## config.mk

```make
export PLATFORM = sky130hd
export DESIGN_NAME = lsf_front
export DESIGN_NICKNAME = d
export VERILOG_FILES = /design/src/hw/rtl/lsf_pkg.sv /design/src/hw/rtl/lsf_front.sv
export SDC_FILE = /design/constraint.sdc
export NUM_CORES = 1
export LEC_CHECK = 0
export ABC_AREA = 1
export BUFFER_PORTS_ARGS = -buffer_cell sky130_fd_sc_hd__buf_2
export CORE_AREA = 4 4 41 43
export DETAILED_ROUTE_END_ITERATION = 7
export DIE_AREA = 0 0 45 47
export PLACE_DENSITY = 0.45
export RECOVER_POWER = 100
export SYNTH_ARGS = -nofsm -noshare
export SYNTH_HDL_FRONTEND = slang
export SYNTH_SLANG_ARGS = --single-unit
```

## constraint.sdc

```tcl
create_clock -name vclk -period 1.1
set_clock_uncertainty 0.2 [all_clocks]
set_input_delay 0.22 -clock vclk [all_inputs]
set_output_delay 0.22 -clock vclk [all_outputs]
set_load 0.1 [all_outputs]
```

## src/hw/rtl/lsf_pkg.sv

```systemverilog
// Shared types, constants and helpers for the letter-sum substring finder.
`default_nettype none
package lsf_pkg;

  localparam int unsigned TEXT_DEPTH  = 1024;
  localparam int unsigned ADDR_W      = $clog2(TEXT_DEPTH);
  localparam int unsigned LEN_W       = ADDR_W + 1;
  localparam int unsigned SUM_W       = 15;
  localparam int unsigned VAL_W       = 5;
  localparam int unsigned POS_W       = 10;
  localparam int unsigned CHAR_W      = 8;
  localparam int unsigned OP_W        = 2;
  localparam int unsigned OUT_W       = 24;
  localparam int unsigned RAM_W       = SUM_W + 1;
  localparam int unsigned QUEUE_DEPTH = 2;
  localparam int unsigned QPTR_W      = (QUEUE_DEPTH > 1) ? $clog2(QUEUE_DEPTH) : 1;
  localparam int unsigned QCNT_W      = $clog2(QUEUE_DEPTH + 1);

  localparam logic [SUM_W-1:0] SUM_MAX = {SUM_W{1'b1}};

  localparam logic [CHAR_W-1:0] CH_UP_A = 8'h41;
  localparam logic [CHAR_W-1:0] CH_UP_Z = 8'h5A;
  localparam logic [CHAR_W-1:0] CH_LO_A = 8'h61;
  localparam logic [CHAR_W-1:0] CH_LO_Z = 8'h7A;

  typedef enum logic [OP_W-1:0] {
    OP_CLEAR = 2'd0,
    OP_WORD  = 2'd1,
    OP_TEXT  = 2'd2,
    OP_NONE  = 2'd3
  } opcode_e;

  typedef enum logic [1:0] {
    CMD_CLEAR,
    CMD_WORD,
    CMD_TEXT
  } cmd_kind_e;

  typedef struct packed {
    cmd_kind_e              kind;
    logic [VAL_W-1:0]       value;
  } cmd_t;

  typedef enum logic [1:0] {
    ST_IDLE,
    ST_SCAN_RD,
    ST_SCAN_CHK
  } back_state_e;

  // Letter value: A/a = 1 .. Z/z = 26, anything else 0
  function automatic logic [VAL_W-1:0] letter_value(input logic [CHAR_W-1:0] c);
    logic [CHAR_W-1:0] off;
    off = '0;
    if (c >= CH_UP_A && c <= CH_UP_Z) begin
      off = c - CH_UP_A + 8'd1;
    end else if (c >= CH_LO_A && c <= CH_LO_Z) begin
      off = c - CH_LO_A + 8'd1;
    end
    return off[VAL_W-1:0];
  endfunction

endpackage
`default_nettype wire

```

## src/hw/rtl/lsf_front.sv

```systemverilog
// Front end: takes input transactions, decodes the opcode and letter value.
`default_nettype none
module lsf_front (
  input  wire                          s_valid_i,
  output logic                         s_ready_o,
  input  wire [lsf_pkg::OP_W-1:0]      opcode_i,
  input  wire [lsf_pkg::CHAR_W-1:0]    char_code_i,
  output logic                         cmd_valid_o,
  input  wire                          cmd_ready_i,
  output lsf_pkg::cmd_t                cmd_o
);
  import lsf_pkg::*;

  opcode_e op;

  assign op        = opcode_e'(opcode_i);
  // unused opcode is accepted and dropped
  assign s_ready_o = cmd_ready_i;

  always_comb begin
    cmd_o.value = letter_value(char_code_i);
    cmd_o.kind  = CMD_CLEAR;
    cmd_valid_o = 1'b0;
    case (op)
      OP_CLEAR: begin
        cmd_o.kind  = CMD_CLEAR;
        cmd_valid_o = s_valid_i;
      end
      OP_WORD: begin
        cmd_o.kind  = CMD_WORD;
        cmd_valid_o = s_valid_i;
      end
      OP_TEXT: begin
        cmd_o.kind  = CMD_TEXT;
        cmd_valid_o = s_valid_i;
      end
      default: begin
        cmd_valid_o = 1'b0;
      end
    endcase
  end

endmodule
`default_nettype wire

```

* Yosys cells after proc, flatten, opt, wreduce, memory -nomap -nowiden
Cells that the tools add are included.
** Storage, ports and cells
- Flip-flop bits (word level) :: 0
- Bits in latches :: 0
- RAM bits :: 0
- Bits in read-only memories :: 0
- Bits of input ports :: 12
- Output and inout port bits :: 9
- Word-level logic and storage cells :: 18
- Memories kept :: 0
** Cells by class
- $add $sub $neg :: 4
- $mul :: 0
- Divide/modulo/power cells :: 0
- Order comparisons :: 4
- Equal/unequal tests :: 2
- Shifts and indexed selects :: 0
- Muxes and demuxes :: 4
- Bitwise gates (word level) :: 0
- Reductions and logical operators :: 4
** Operators by type and width (number)
- >= comparator 8 x 7 -> 1 bit (second input constant) :: 2
- <= comparator 8 x 7 -> 1 bit (second input constant) :: 2
- adder 5 x 1 -> 5 bit (second input constant) :: 2
- 2-to-1 mux 5 bit :: 2
- subtractor 5 x 1 -> 5 bit (second input constant) :: 2
- case mux 2 bit (2 select lines) :: 1
- OR reduction 3 bit :: 1
- == test 2 x 1 -> 1 bit (second input constant) :: 1
- == test 2 bit (second input constant) :: 1
- logical AND 1 bit :: 2
- zero test 2 bit :: 1
- 2-to-1 mux 1 bit :: 1

* Logic depth before layout (Yosys ltp)
- Depth after elaboration :: 4
- Gate-level depth with buffers :: 5
- Gate-level depth less buffers :: 5

* Worst setup path after synthesis
OpenSTA, ideal clock, no wires.
- Kind :: input to output
- Start :: input port s_valid_i
- End :: output port cmd_valid_o
- Data arrival time :: 2.409 ns
- Data required time :: 0.680 ns
- Slack :: -1.729 ns
- Stages on the path :: 1
- Path buffers :: 0
- Cell sequence :: a21boi_0
** On the way
- Longest elaborated chain between the ends :: 1
** Ends and longest elaborated chain
- start, declared :: line lsf_front.sv:4 : input wire s_valid_i,
- 2-to-1 mux 1 bit :: line lsf_front.sv:24 : case (op)
- end, declared :: line lsf_front.sv:8 : output logic cmd_valid_o,
No other way between the ends.

==> out/metrics.cfg <==
[outcome]
status = finished, violations left
violations = setup timing

[place]
io_buffers = 18
postPlaceCellArea_um2 = 471.7
gp_congestion = 0.6187
place_hpwl_um = 440.1
place_inst = 61

[power_and_ir_drop]
p_leak_nw = 0.2394
power_density_mw_per_mm2 = 539.7
ir_drop_uv = 273.5
power_uw = 287.7

[sta]
final-max-slew-violation-count = 0
worst_pin_slew_ns = 0.1845
worst_slack_ns = -0.2738
max_freq_mhz = 727.9
holdWs_ns = 0.2408
min_period_ns = 1.374
relSlewSlack_pct = 87.70
post-route-period-util_pct = 124.9
setup_violations = 6
hold_violations = 0
rsz0062_at_grt = yes

[routing]
drtPass1Iterations = 1
drc = 0
ant_nets = 0
wl_per_cell_um = 7.508
drt_iter0_drc = 0
viasPerCell = 3.689
drt-total-wl_um = 458
num_vias = 225

[critical_path]
path_class = in -> out
required_ns = 0.68
setup.worst_path.end_class = output port
crit_arrival_ns = 0.95
start_kind = input pin
cp-startpoint = char_code_i[0]
critPathMaxFanout = 5

[cts]
hold_buffers = 0
post-cts-setup-buffer-count = 0

[final_layout]
fillCellCount = 147
utilization_pct = 40.96
fin_cells = 61
n_sequential_cell = 0
clockBufferCount = 0
area_delta_synth_final_pct = 358.1
fin_nets = 60
antennaDiodeCount = 0
seq_area_um2 = 0
fin_area_um2 = 533.0
drive_gt1_share_pct = 86.96

[floorplanning]
io_pins = 21
die_height_um = 47
core-area_mm2 = 0.001301
die_w_um = 45
rows = 13
die-area_mm2 = 0.002115
start_util_pct = 8.942

[min_path]
hold_path_startpoint = cmd_ready_i
hold_class = in -> out

[synth]
synthCells = 27
ys_warn_count = 0
yosysSeqAreaShare_pct = 0
syn_area_um2 = 116.4
ys_types = 7
syn_avg_cell_area_um2 = 4.310
syn_nets = 39

[global_route]
grt_first_pass_wirelength_um = 917
grt_max_degree = 6
antenna_found_initial = 0
track_usage_pct = 5.429
grt_overflow = 0
grt_pass1_vias = 225

[job]
max-cap-violations = 0

per-layer routing:
layer  up-vias  track usage (%)  wire length [µm]
li1        113                -                 -
met1        99            6.292               120
met2        13            9.322               236
met3         0            3.065               102
met4         0                0                 0
met5         -                0                 0
cell type report:
cell class | count | area, µm² | area share, %
timing repair buffer | 20 | 276.5 | 51.88
tap | 15 | 18.77 | 3.521
multi-input combinational | 17 | 176.4 | 33.10
inverter | 9 | 61.31 | 11.50
synth_stat cells (all sizes together):
master | instances | area [µm²]
a21boi | 1 | 7.510
buf | 1 | 7.510
inv | 9 | 33.78
nand2 | 4 | 15.01
nand3 | 2 | 15.01
nor2 | 10 | 37.54
repair_timing:
item | in CTS | in global routing
resized for setup | 14 | 3
endpoints found under the setup margin | 8 | 6
pin swaps | 10 | 4
logic make-up after synthesis:
family | synth area share, %
and+or+nand+nor | 58.06
AOI/OAI and AO/OA | 6.454
buffers and inverters | 35.48
critical path, stage by stage:
cell	delay [ns]
buf_6	0.10
nand2_4	0.05
nand2_2	0.04
nand2_2	0.07
nand3_4	0.15
nor2_4	0.14
buf_12	0.18
cell usage in the layout, fill, tap and decap left out, drive strengths merged:
cell type  instances
a21boi             1
buf               20
inv                9
nand2              4
nand3              2
nor2              10
metrics by stage:
step / setup WS (ns) / setup TNS, ns
after floorplan: -0.3838 / -2.009
after CTS: -0.3117 / -1.541
after global routing: -0.3420 / -1.716
after global placement: -0.3574 / -1.998
final: -0.2738 / -1.374
after detailed placement: -0.3646 / -2.046
final timing paths:
kind | endpoint | slack [ns] | depth (start not counted)
max | cmd_o[0] | -0.27 | 7
min | s_ready_o | 0.24 | 0
report_power, final:
group	total, mW	internal, mW	switching (mW)
Sequential	0	0	0
Combinational	0.288	0.116	0.172
Clock	0	0	0
Power figures use the tool's default switching activity.
