--- src/hw/rtl/lsf_pkg.sv ---
// Shared types, constants and helpers for the letter-sum substring finder.
`default_nettype none
package lsf_pkg;

  localparam int unsigned TEXT_DEPTH  = 1024;
  localparam int unsigned ADDR_W      = $clog2(TEXT_DEPTH);
  localparam int unsigned LEN_W       = ADDR_W + 1;
  localparam int unsigned SUM_W       = 15;
  localparam int unsigned VAL_W       = 5;
  localparam int unsigned POS_W       = 10;
  localparam int unsigned CHAR_W      = 8;
  localparam int unsigned OP_W        = 2;
  localparam int unsigned OUT_W       = 24;
  localparam int unsigned RAM_W       = SUM_W + 1;
  localparam int unsigned QUEUE_DEPTH = 2;
  localparam int unsigned QPTR_W      = (QUEUE_DEPTH > 1) ? $clog2(QUEUE_DEPTH) : 1;
  localparam int unsigned QCNT_W      = $clog2(QUEUE_DEPTH + 1);

  localparam logic [SUM_W-1:0] SUM_MAX = {SUM_W{1'b1}};

  localparam logic [CHAR_W-1:0] CH_UP_A = 8'h41;
  localparam logic [CHAR_W-1:0] CH_UP_Z = 8'h5A;
  localparam logic [CHAR_W-1:0] CH_LO_A = 8'h61;
  localparam logic [CHAR_W-1:0] CH_LO_Z = 8'h7A;

  typedef enum logic [OP_W-1:0] {
    OP_CLEAR = 2'd0,
    OP_WORD  = 2'd1,
    OP_TEXT  = 2'd2,
    OP_NONE  = 2'd3
  } opcode_e;

  typedef enum logic [1:0] {
    CMD_CLEAR,
    CMD_WORD,
    CMD_TEXT
  } cmd_kind_e;

  typedef struct packed {
    cmd_kind_e              kind;
    logic [VAL_W-1:0]       value;
  } cmd_t;

  typedef enum logic [1:0] {
    ST_IDLE,
    ST_SCAN_RD,
    ST_SCAN_CHK
  } back_state_e;

  // Letter value: A/a = 1 .. Z/z = 26, anything else 0
  function automatic logic [VAL_W-1:0] letter_value(input logic [CHAR_W-1:0] c);
    logic [CHAR_W-1:0] off;
    off = '0;
    if (c >= CH_UP_A && c <= CH_UP_Z) begin
      off = c - CH_UP_A + 8'd1;
    end else if (c >= CH_LO_A && c <= CH_LO_Z) begin
      off = c - CH_LO_A + 8'd1;
    end
    return off[VAL_W-1:0];
  endfunction

endpackage
`default_nettype wire

--- src/hw/rtl/lsf_fifo.sv ---
// Short command queue between the front end and the back end.
`default_nettype none
module lsf_fifo (
  input  wire                 clk_i,
  input  wire                 rst_ni,
  input  wire                 push_valid_i,
  output logic                push_ready_o,
  input  lsf_pkg::cmd_t       push_data_i,
  output logic                pop_valid_o,
  input  wire                 pop_ready_i,
  output lsf_pkg::cmd_t       pop_data_o
);
  import lsf_pkg::*;

  cmd_t              mem_q [QUEUE_DEPTH];
  logic [QPTR_W-1:0] wr_ptr_q, wr_ptr_d;
  logic [QPTR_W-1:0] rd_ptr_q, rd_ptr_d;
  logic [QCNT_W-1:0] cnt_q, cnt_d;
  logic              do_push, do_pop;

  assign push_ready_o = (cnt_q != QCNT_W'(QUEUE_DEPTH));
  assign pop_valid_o  = (cnt_q != '0);
  assign pop_data_o   = mem_q[rd_ptr_q];
  assign do_push      = push_valid_i && push_ready_o;
  assign do_pop       = pop_valid_o && pop_ready_i;

  always_comb begin
    wr_ptr_d = wr_ptr_q;
    rd_ptr_d = rd_ptr_q;
    cnt_d    = cnt_q;
    if (do_push) begin
      wr_ptr_d = (wr_ptr_q == QPTR_W'(QUEUE_DEPTH - 1)) ? '0 : wr_ptr_q + 1'b1;
    end
    if (do_pop) begin
      rd_ptr_d = (rd_ptr_q == QPTR_W'(QUEUE_DEPTH - 1)) ? '0 : rd_ptr_q + 1'b1;
    end
    if (do_push && !do_pop) begin
      cnt_d = cnt_q + 1'b1;
    end else if (do_pop && !do_push) begin
      cnt_d = cnt_q - 1'b1;
    end
  end

  always_ff @(posedge clk_i or negedge rst_ni) begin
    if (!rst_ni) begin
      wr_ptr_q <= '0;
      rd_ptr_q <= '0;
      cnt_q    <= '0;
    end else begin
      wr_ptr_q <= wr_ptr_d;
      rd_ptr_q <= rd_ptr_d;
      cnt_q    <= cnt_d;
    end
  end

  always_ff @(posedge clk_i) begin
    if (do_push) begin
      mem_q[wr_ptr_q] <= push_data_i;
    end
  end

endmodule
`default_nettype wire

--- config.mk ---
export PLATFORM = sky130hd
export DESIGN_NAME = lsf_fifo
export DESIGN_NICKNAME = d
export VERILOG_FILES = /design/src/hw/rtl/lsf_pkg.sv /design/src/hw/rtl/lsf_fifo.sv
export SDC_FILE = /design/constraint.sdc
export NUM_CORES = 1
export LEC_CHECK = 0
export CORE_MARGIN = 1
export CORE_UTILIZATION = 37
export DETAILED_ROUTE_END_ITERATION = 6
export DONT_BUFFER_PORTS = 1
export PLACE_DENSITY = 0.51
export SLEW_MARGIN = 20
export SYNTH_ARGS = -nofsm -noshare
export SYNTH_HDL_FRONTEND = slang
export SYNTH_SLANG_ARGS = --single-unit
--- constraint.sdc ---
create_clock -name clk_i -period 1.8 [get_ports clk_i]
set_input_delay 0 -clock clk_i [delete_from_list [all_inputs] [get_ports clk_i]]
set_output_delay 0 -clock clk_i [all_outputs]
set_load 0.01 [all_outputs]
* Word-level counts from Yosys, hierarchy flattened
Memory sizes are Yosys's and may differ from the RTL's.
Cells that the tools add are included.
** Word-level totals
- Flip-flop bits (word level) :: 4
- Latch bits :: 0
- Memory bits (writable) :: 14
- ROM bits :: 0
- Input bits :: 11
- Output and inout bits :: 9
- Logic and storage cells :: 23
- Memories :: 1
** Memory list
- mem_q :: words 2, width 7, rd ports 1, clocked after memory_dff 0, wr ports 1, RTL line lsf_fifo.sv:15 : cmd_t mem_q [QUEUE_DEPTH];
** Operators by class
- Add/sub/neg operators :: 4
- $mul :: 0
- Divide/modulo/power cells :: 0
- Order comparisons :: 0
- Eq/ne operators :: 1
- Shift-type cells :: 0
- Multiplexer cells :: 6
- Bitwise operators :: 0
- Reduce and logical (&&, ||, !) cells :: 8
** Operators by type and width (number)
- logical AND 1 bit :: 4
- two-way mux 1 bit :: 4
- two-way mux 2 bit :: 2
- nonzero test 2 bit :: 2
- adder 1 bit (second input constant) :: 2
- adder 2 x 1 -> 2 bit (second input constant) :: 1
- logical NOT 1 bit :: 2
- != test 2 bit (second input constant) :: 1
- subtractor 2 x 1 -> 2 bit (second input constant) :: 1

* Logic depth before layout (Yosys ltp)
- Depth in word-level cells :: 6
- Mapped depth :: 7
- Gate-level depth less buffers :: 7

* Worst setup path after synthesis
No wires, ideal clock.
- Path kind :: register to register
- Start :: reg cnt_q[0]
- End :: reg cnt_q[1]
- Setup time :: 0.126 ns
- Arrival :: 1.223 ns
- Data required time :: 1.674 ns
- Slack :: 0.450 ns
- Stages on the path, launching flop included :: 7
- Path buffers :: 0
- Period minus slack after synthesis :: 1.350 ns
- Cell sequence :: dfrtp_1 > or2_4 > nand2_4 > ha_1 > xor2_1 > nor2_1 > xor2_1
** On the way
- Cells in the longest elaborated chain, start to end :: 5
- Elaborated cells on any way between the ends :: 13
- Classes of those cells :: 2 x add/sub; 1 x eq/ne; 2 x mux; 8 x reduce/logical
** Ends and longest elaborated chain
- start: declaration :: RTL line lsf_fifo.sv:18 : logic [QCNT_W-1:0] cnt_q, cnt_d;
- start signal: assignment :: RTL line lsf_fifo.sv:52 : cnt_q <= cnt_d;
- nonzero test 2 bit (*) :: RTL line lsf_fifo.sv:22 : assign pop_valid_o = (cnt_q != '0);
- via pop_valid_o :: RTL line lsf_fifo.sv:9 : output logic pop_valid_o,
- logical AND 1 bit (*) :: RTL line lsf_fifo.sv:25 : assign do_pop = pop_valid_o && pop_ready_i;
- logical NOT 1 bit :: RTL line lsf_fifo.sv:37 : if (do_push && !do_pop) begin
- logical AND 1 bit :: RTL line lsf_fifo.sv:37
- two-way mux 2 bit or nonzero test 2 bit (tied branches)
The timed path passes the listed nets; every way through them passes the cells marked *. The select of a mux whose other input is x is not followed.
A chain may end at the register's enable or synchronous reset.

* Final worst setup path
- Start :: reg cnt_q[0]
- End :: reg cnt_q[1]
** On the way
- Cells in the longest elaborated chain, start to end :: 5
- Elaborated cells on any way between the ends :: 13
- Classes of those cells :: 2 x add/sub; 1 x eq/ne; 2 x mux; 8 x reduce/logical
** Ends and longest elaborated chain
- != test 2 bit (*) :: RTL line lsf_fifo.sv:21 : assign push_ready_o = (cnt_q != QCNT_W'(QUEUE_DEPTH));
- via push_ready_o :: RTL line lsf_fifo.sv:7 : output logic push_ready_o,
- logical AND 1 bit (*) :: RTL line lsf_fifo.sv:24 : assign do_push = push_valid_i && push_ready_o;
- logical NOT 1 bit :: RTL line lsf_fifo.sv:39 : end else if (do_pop && !do_push) begin
- logical AND 1 bit :: RTL line lsf_fifo.sv:39
- nonzero test 2 bit (no source line)
Marks and branches as above.

==> metrics.yaml <==
pre_cts_ws_ns: 0.302
antenna_found_initial: 0
drt-pass1-iter-count: 2
grt_start_max_net_pins: 11
hold_viol: 0
io_pins: 20
synth_top_area_cell: "edfxtp_1"
period_needed_ns: 1.50
n_antenna_cell: 0
setup_viol: 0
hpwl_um: 785
wl_um: 1040
instances_no_fill: 81
crit_buf_inv: 1
synth_area_leaders: "edfxtp_1 (59%), dfrtp_1 (14%), mux2_2 (11%), xnor2_1 (3.7%), xor2_1 (2.4%)"
clk-insertion-delay-late_ns: 0.28
slowest_stage: "dfrtp_1"
wire_per_inst_um: 12.8
skew_ns: 0.00446
powerDensity_nw_per_um2: 1460
path_class: "reg2reg"
drv_slew: 0
timing.setup.tns_ns: 0
place_inst: 66
cts_buffer_depth: 2
worst_pin_slew_ns: 0.364
clkSinkCount: 18
htreeDepth: 1
fillers: 165
setup_ws_ns: 0.305
synth_flop_cell: "edfxtp_1"
critPathArrivalTime_ns: 1.70
synth_edf_count: 14
critPathTopFamily: "flip-flops"
required_ns: 2.00
cts_root_buffer: "clkbuf_4"
via_count: 367
drc: 0
startpoint_type: "flip-flop"
syn_nets: 52
start_util: 0.406
grt_pass1_vias: 377
synth_cell_type_count: 14
track_usage: 0.109
detail-route-antenna-nets: 0
cts.clk_slew.worst_paths_ns: 0.10
grt_pass1_wl_um: 1550
path_common_cell: "xor2_1"
ys_async_sr_fraction: 0.222
ctsResizeCount: 0
die_y_um: 46.0
post-synth-top-count-cell: "edfxtp_1"
relSlewSlack: 0.758
netlist_instances: 40
overflow: 0
yosysSeqAreaShare: 0.727
rows: 15
die_w_um: 46.0
drive_above_1_share: 0.268
critPathMaxFanout: 4
cp-end-kind: "flip-flop"
post-cts-setup-buffers: 0
max_freq_mhz: 669
synth_top_area_share: 0.587
crit_path_max_incr_delay_ns: 0.44
die_area_um2: 2110
coreArea_um2: 1760
nets: 69
place_congestion: 0.602
drv_cap: 0
io_buffer_count: 0
path_cells: "nand2b_4 -> nand2_1 -> inv_1 -> ha_1 -> xor2_1 -> nor2_1 -> xor2_1"
hold_path_class: "in2reg"
fin_crit_sh: 0.831
p_leak_nw: 0.336
avgSynthCellArea_um2: 17.9
vias_per_cell: 4.53
area_growth_pct: 24.8
ir_drop_v: 0.000919
rsz0062_at_grt: "false"
drt_iter0_markers: 4
report.power.total_w: 0.00131
yosys_warnings: 0
tritoncts: "built"
numCtsBuffers: 3
status: "complete, no violations"
synth-seq-cells: 18
yosys-top-cells-count: "edfxtp_1 (14), mux2_2 (7), dfrtp_1 (4), xnor2_1 (3)"
synthesis.area_um2: 716
## metrics by stage
stage | hold slack [ns] | instance area, µm² | util
floorplan | -0.296 | 716 | -
global placement | -0.295 | 757 | 0.429
detailed placement | -0.296 | 757 | 0.429
CTS | 0.171 | 893 | 0.506
global route | 0.162 | 893 | 0.506
finish | 0.177 | 893 | 0.506
## report_power, final
part / leakage [nW] / total (W) / switching (W) / internal [W]
Combinational: 0.145 / 0.000437 / 0.000212 / 0.000224
Sequential: 0.177 / 0.000674 / 0.0000911 / 0.000583
Clock: 0.0150 / 0.000195 / 0.000109 / 0.0000857
Total: 0.336 / 0.00131 / 0.000413 / 0.000893
## layer usage
metal  GRT usage  vias up  part of all wire
li1            -      175                 -
met1      0.0951      181              0.32
met2       0.220       11              0.60
met3      0.0397        0             0.078
met4      0.0353        0                 0
met5           0        -                 0
## worst paths after layout
check	start	end	slack, ns	depth (start not counted)
max	cnt_q[0]	cnt_q[1]	0.30	7
min	push_valid_i	mem_q[1][0]	0.18	1
max reg2reg	cnt_q[0]	cnt_q[1]	0.30	7
min reg2reg	wr_ptr_q	wr_ptr_q	0.50	1
max in group asynchronous	rst_ni	wr_ptr_q	1.10	2
min in group asynchronous	rst_ni	cnt_q[1]	0.52	2
## final cells by class
cell class / count / area (µm²) / area share
Timing Repair Buffer: 13 / 125 / 0.140
Multi-Input combinational cell: 20 / 186 / 0.209
Tap cell: 25 / 31.3 / 0.0350
Clock buffer: 4 / 26.3 / 0.0294
Sequential cell: 18 / 520 / 0.583
Inverter: 1 / 3.75 / 0.00420
## state kept, by name, indices dropped and copies added, names as in the netlist
register  count
wr_ptr_q      1
cnt_q         2
rd_ptr_q      1
mem_q        14
## placed cells by master (no fill, tap or decap)
master	netlist	final
or2_4	1	1
ha_1	1	1
xor2_1	2	2
and3_1	1	1
clkbuf_1	0	1
inv_1	1	1
nand2_4	1	1
dlygate4sd3_1	0	11
nand2_1	1	1
mux2_2	7	7
nand2b_4	1	1
edfxtp_1	14	14
nor2_1	2	2
dfrtp_1	4	4
clkbuf_4	0	3
buf_4	0	2
xnor2_1	3	3
## what timing repair did
| action | 4_1_cts | 5_1_grt |
|---|---|---|
| hold endpoints to repair | 20 | 0 |
| hold buffers | 11 | 0 |
| setup endpoints to repair | 0 | 0 |
## kinds of logic after synthesis
family | share of synthesized area
fa+ha+maj | 0.0175
buf+inv | 0.0122
flops | 0.727
mux | 0.110
xor+xnor | 0.0612
simple gates | 0.0717
## worst reg2reg max path, stage by stage, from the launching register on
cell	delay, ns
dfrtp_1	0.44
nand2b_4	0.19
nand2_1	0.12
inv_1	0.06
ha_1	0.19
xor2_1	0.14
nor2_1	0.11
xor2_1	0.16
(Power assumes the default switching activity.)
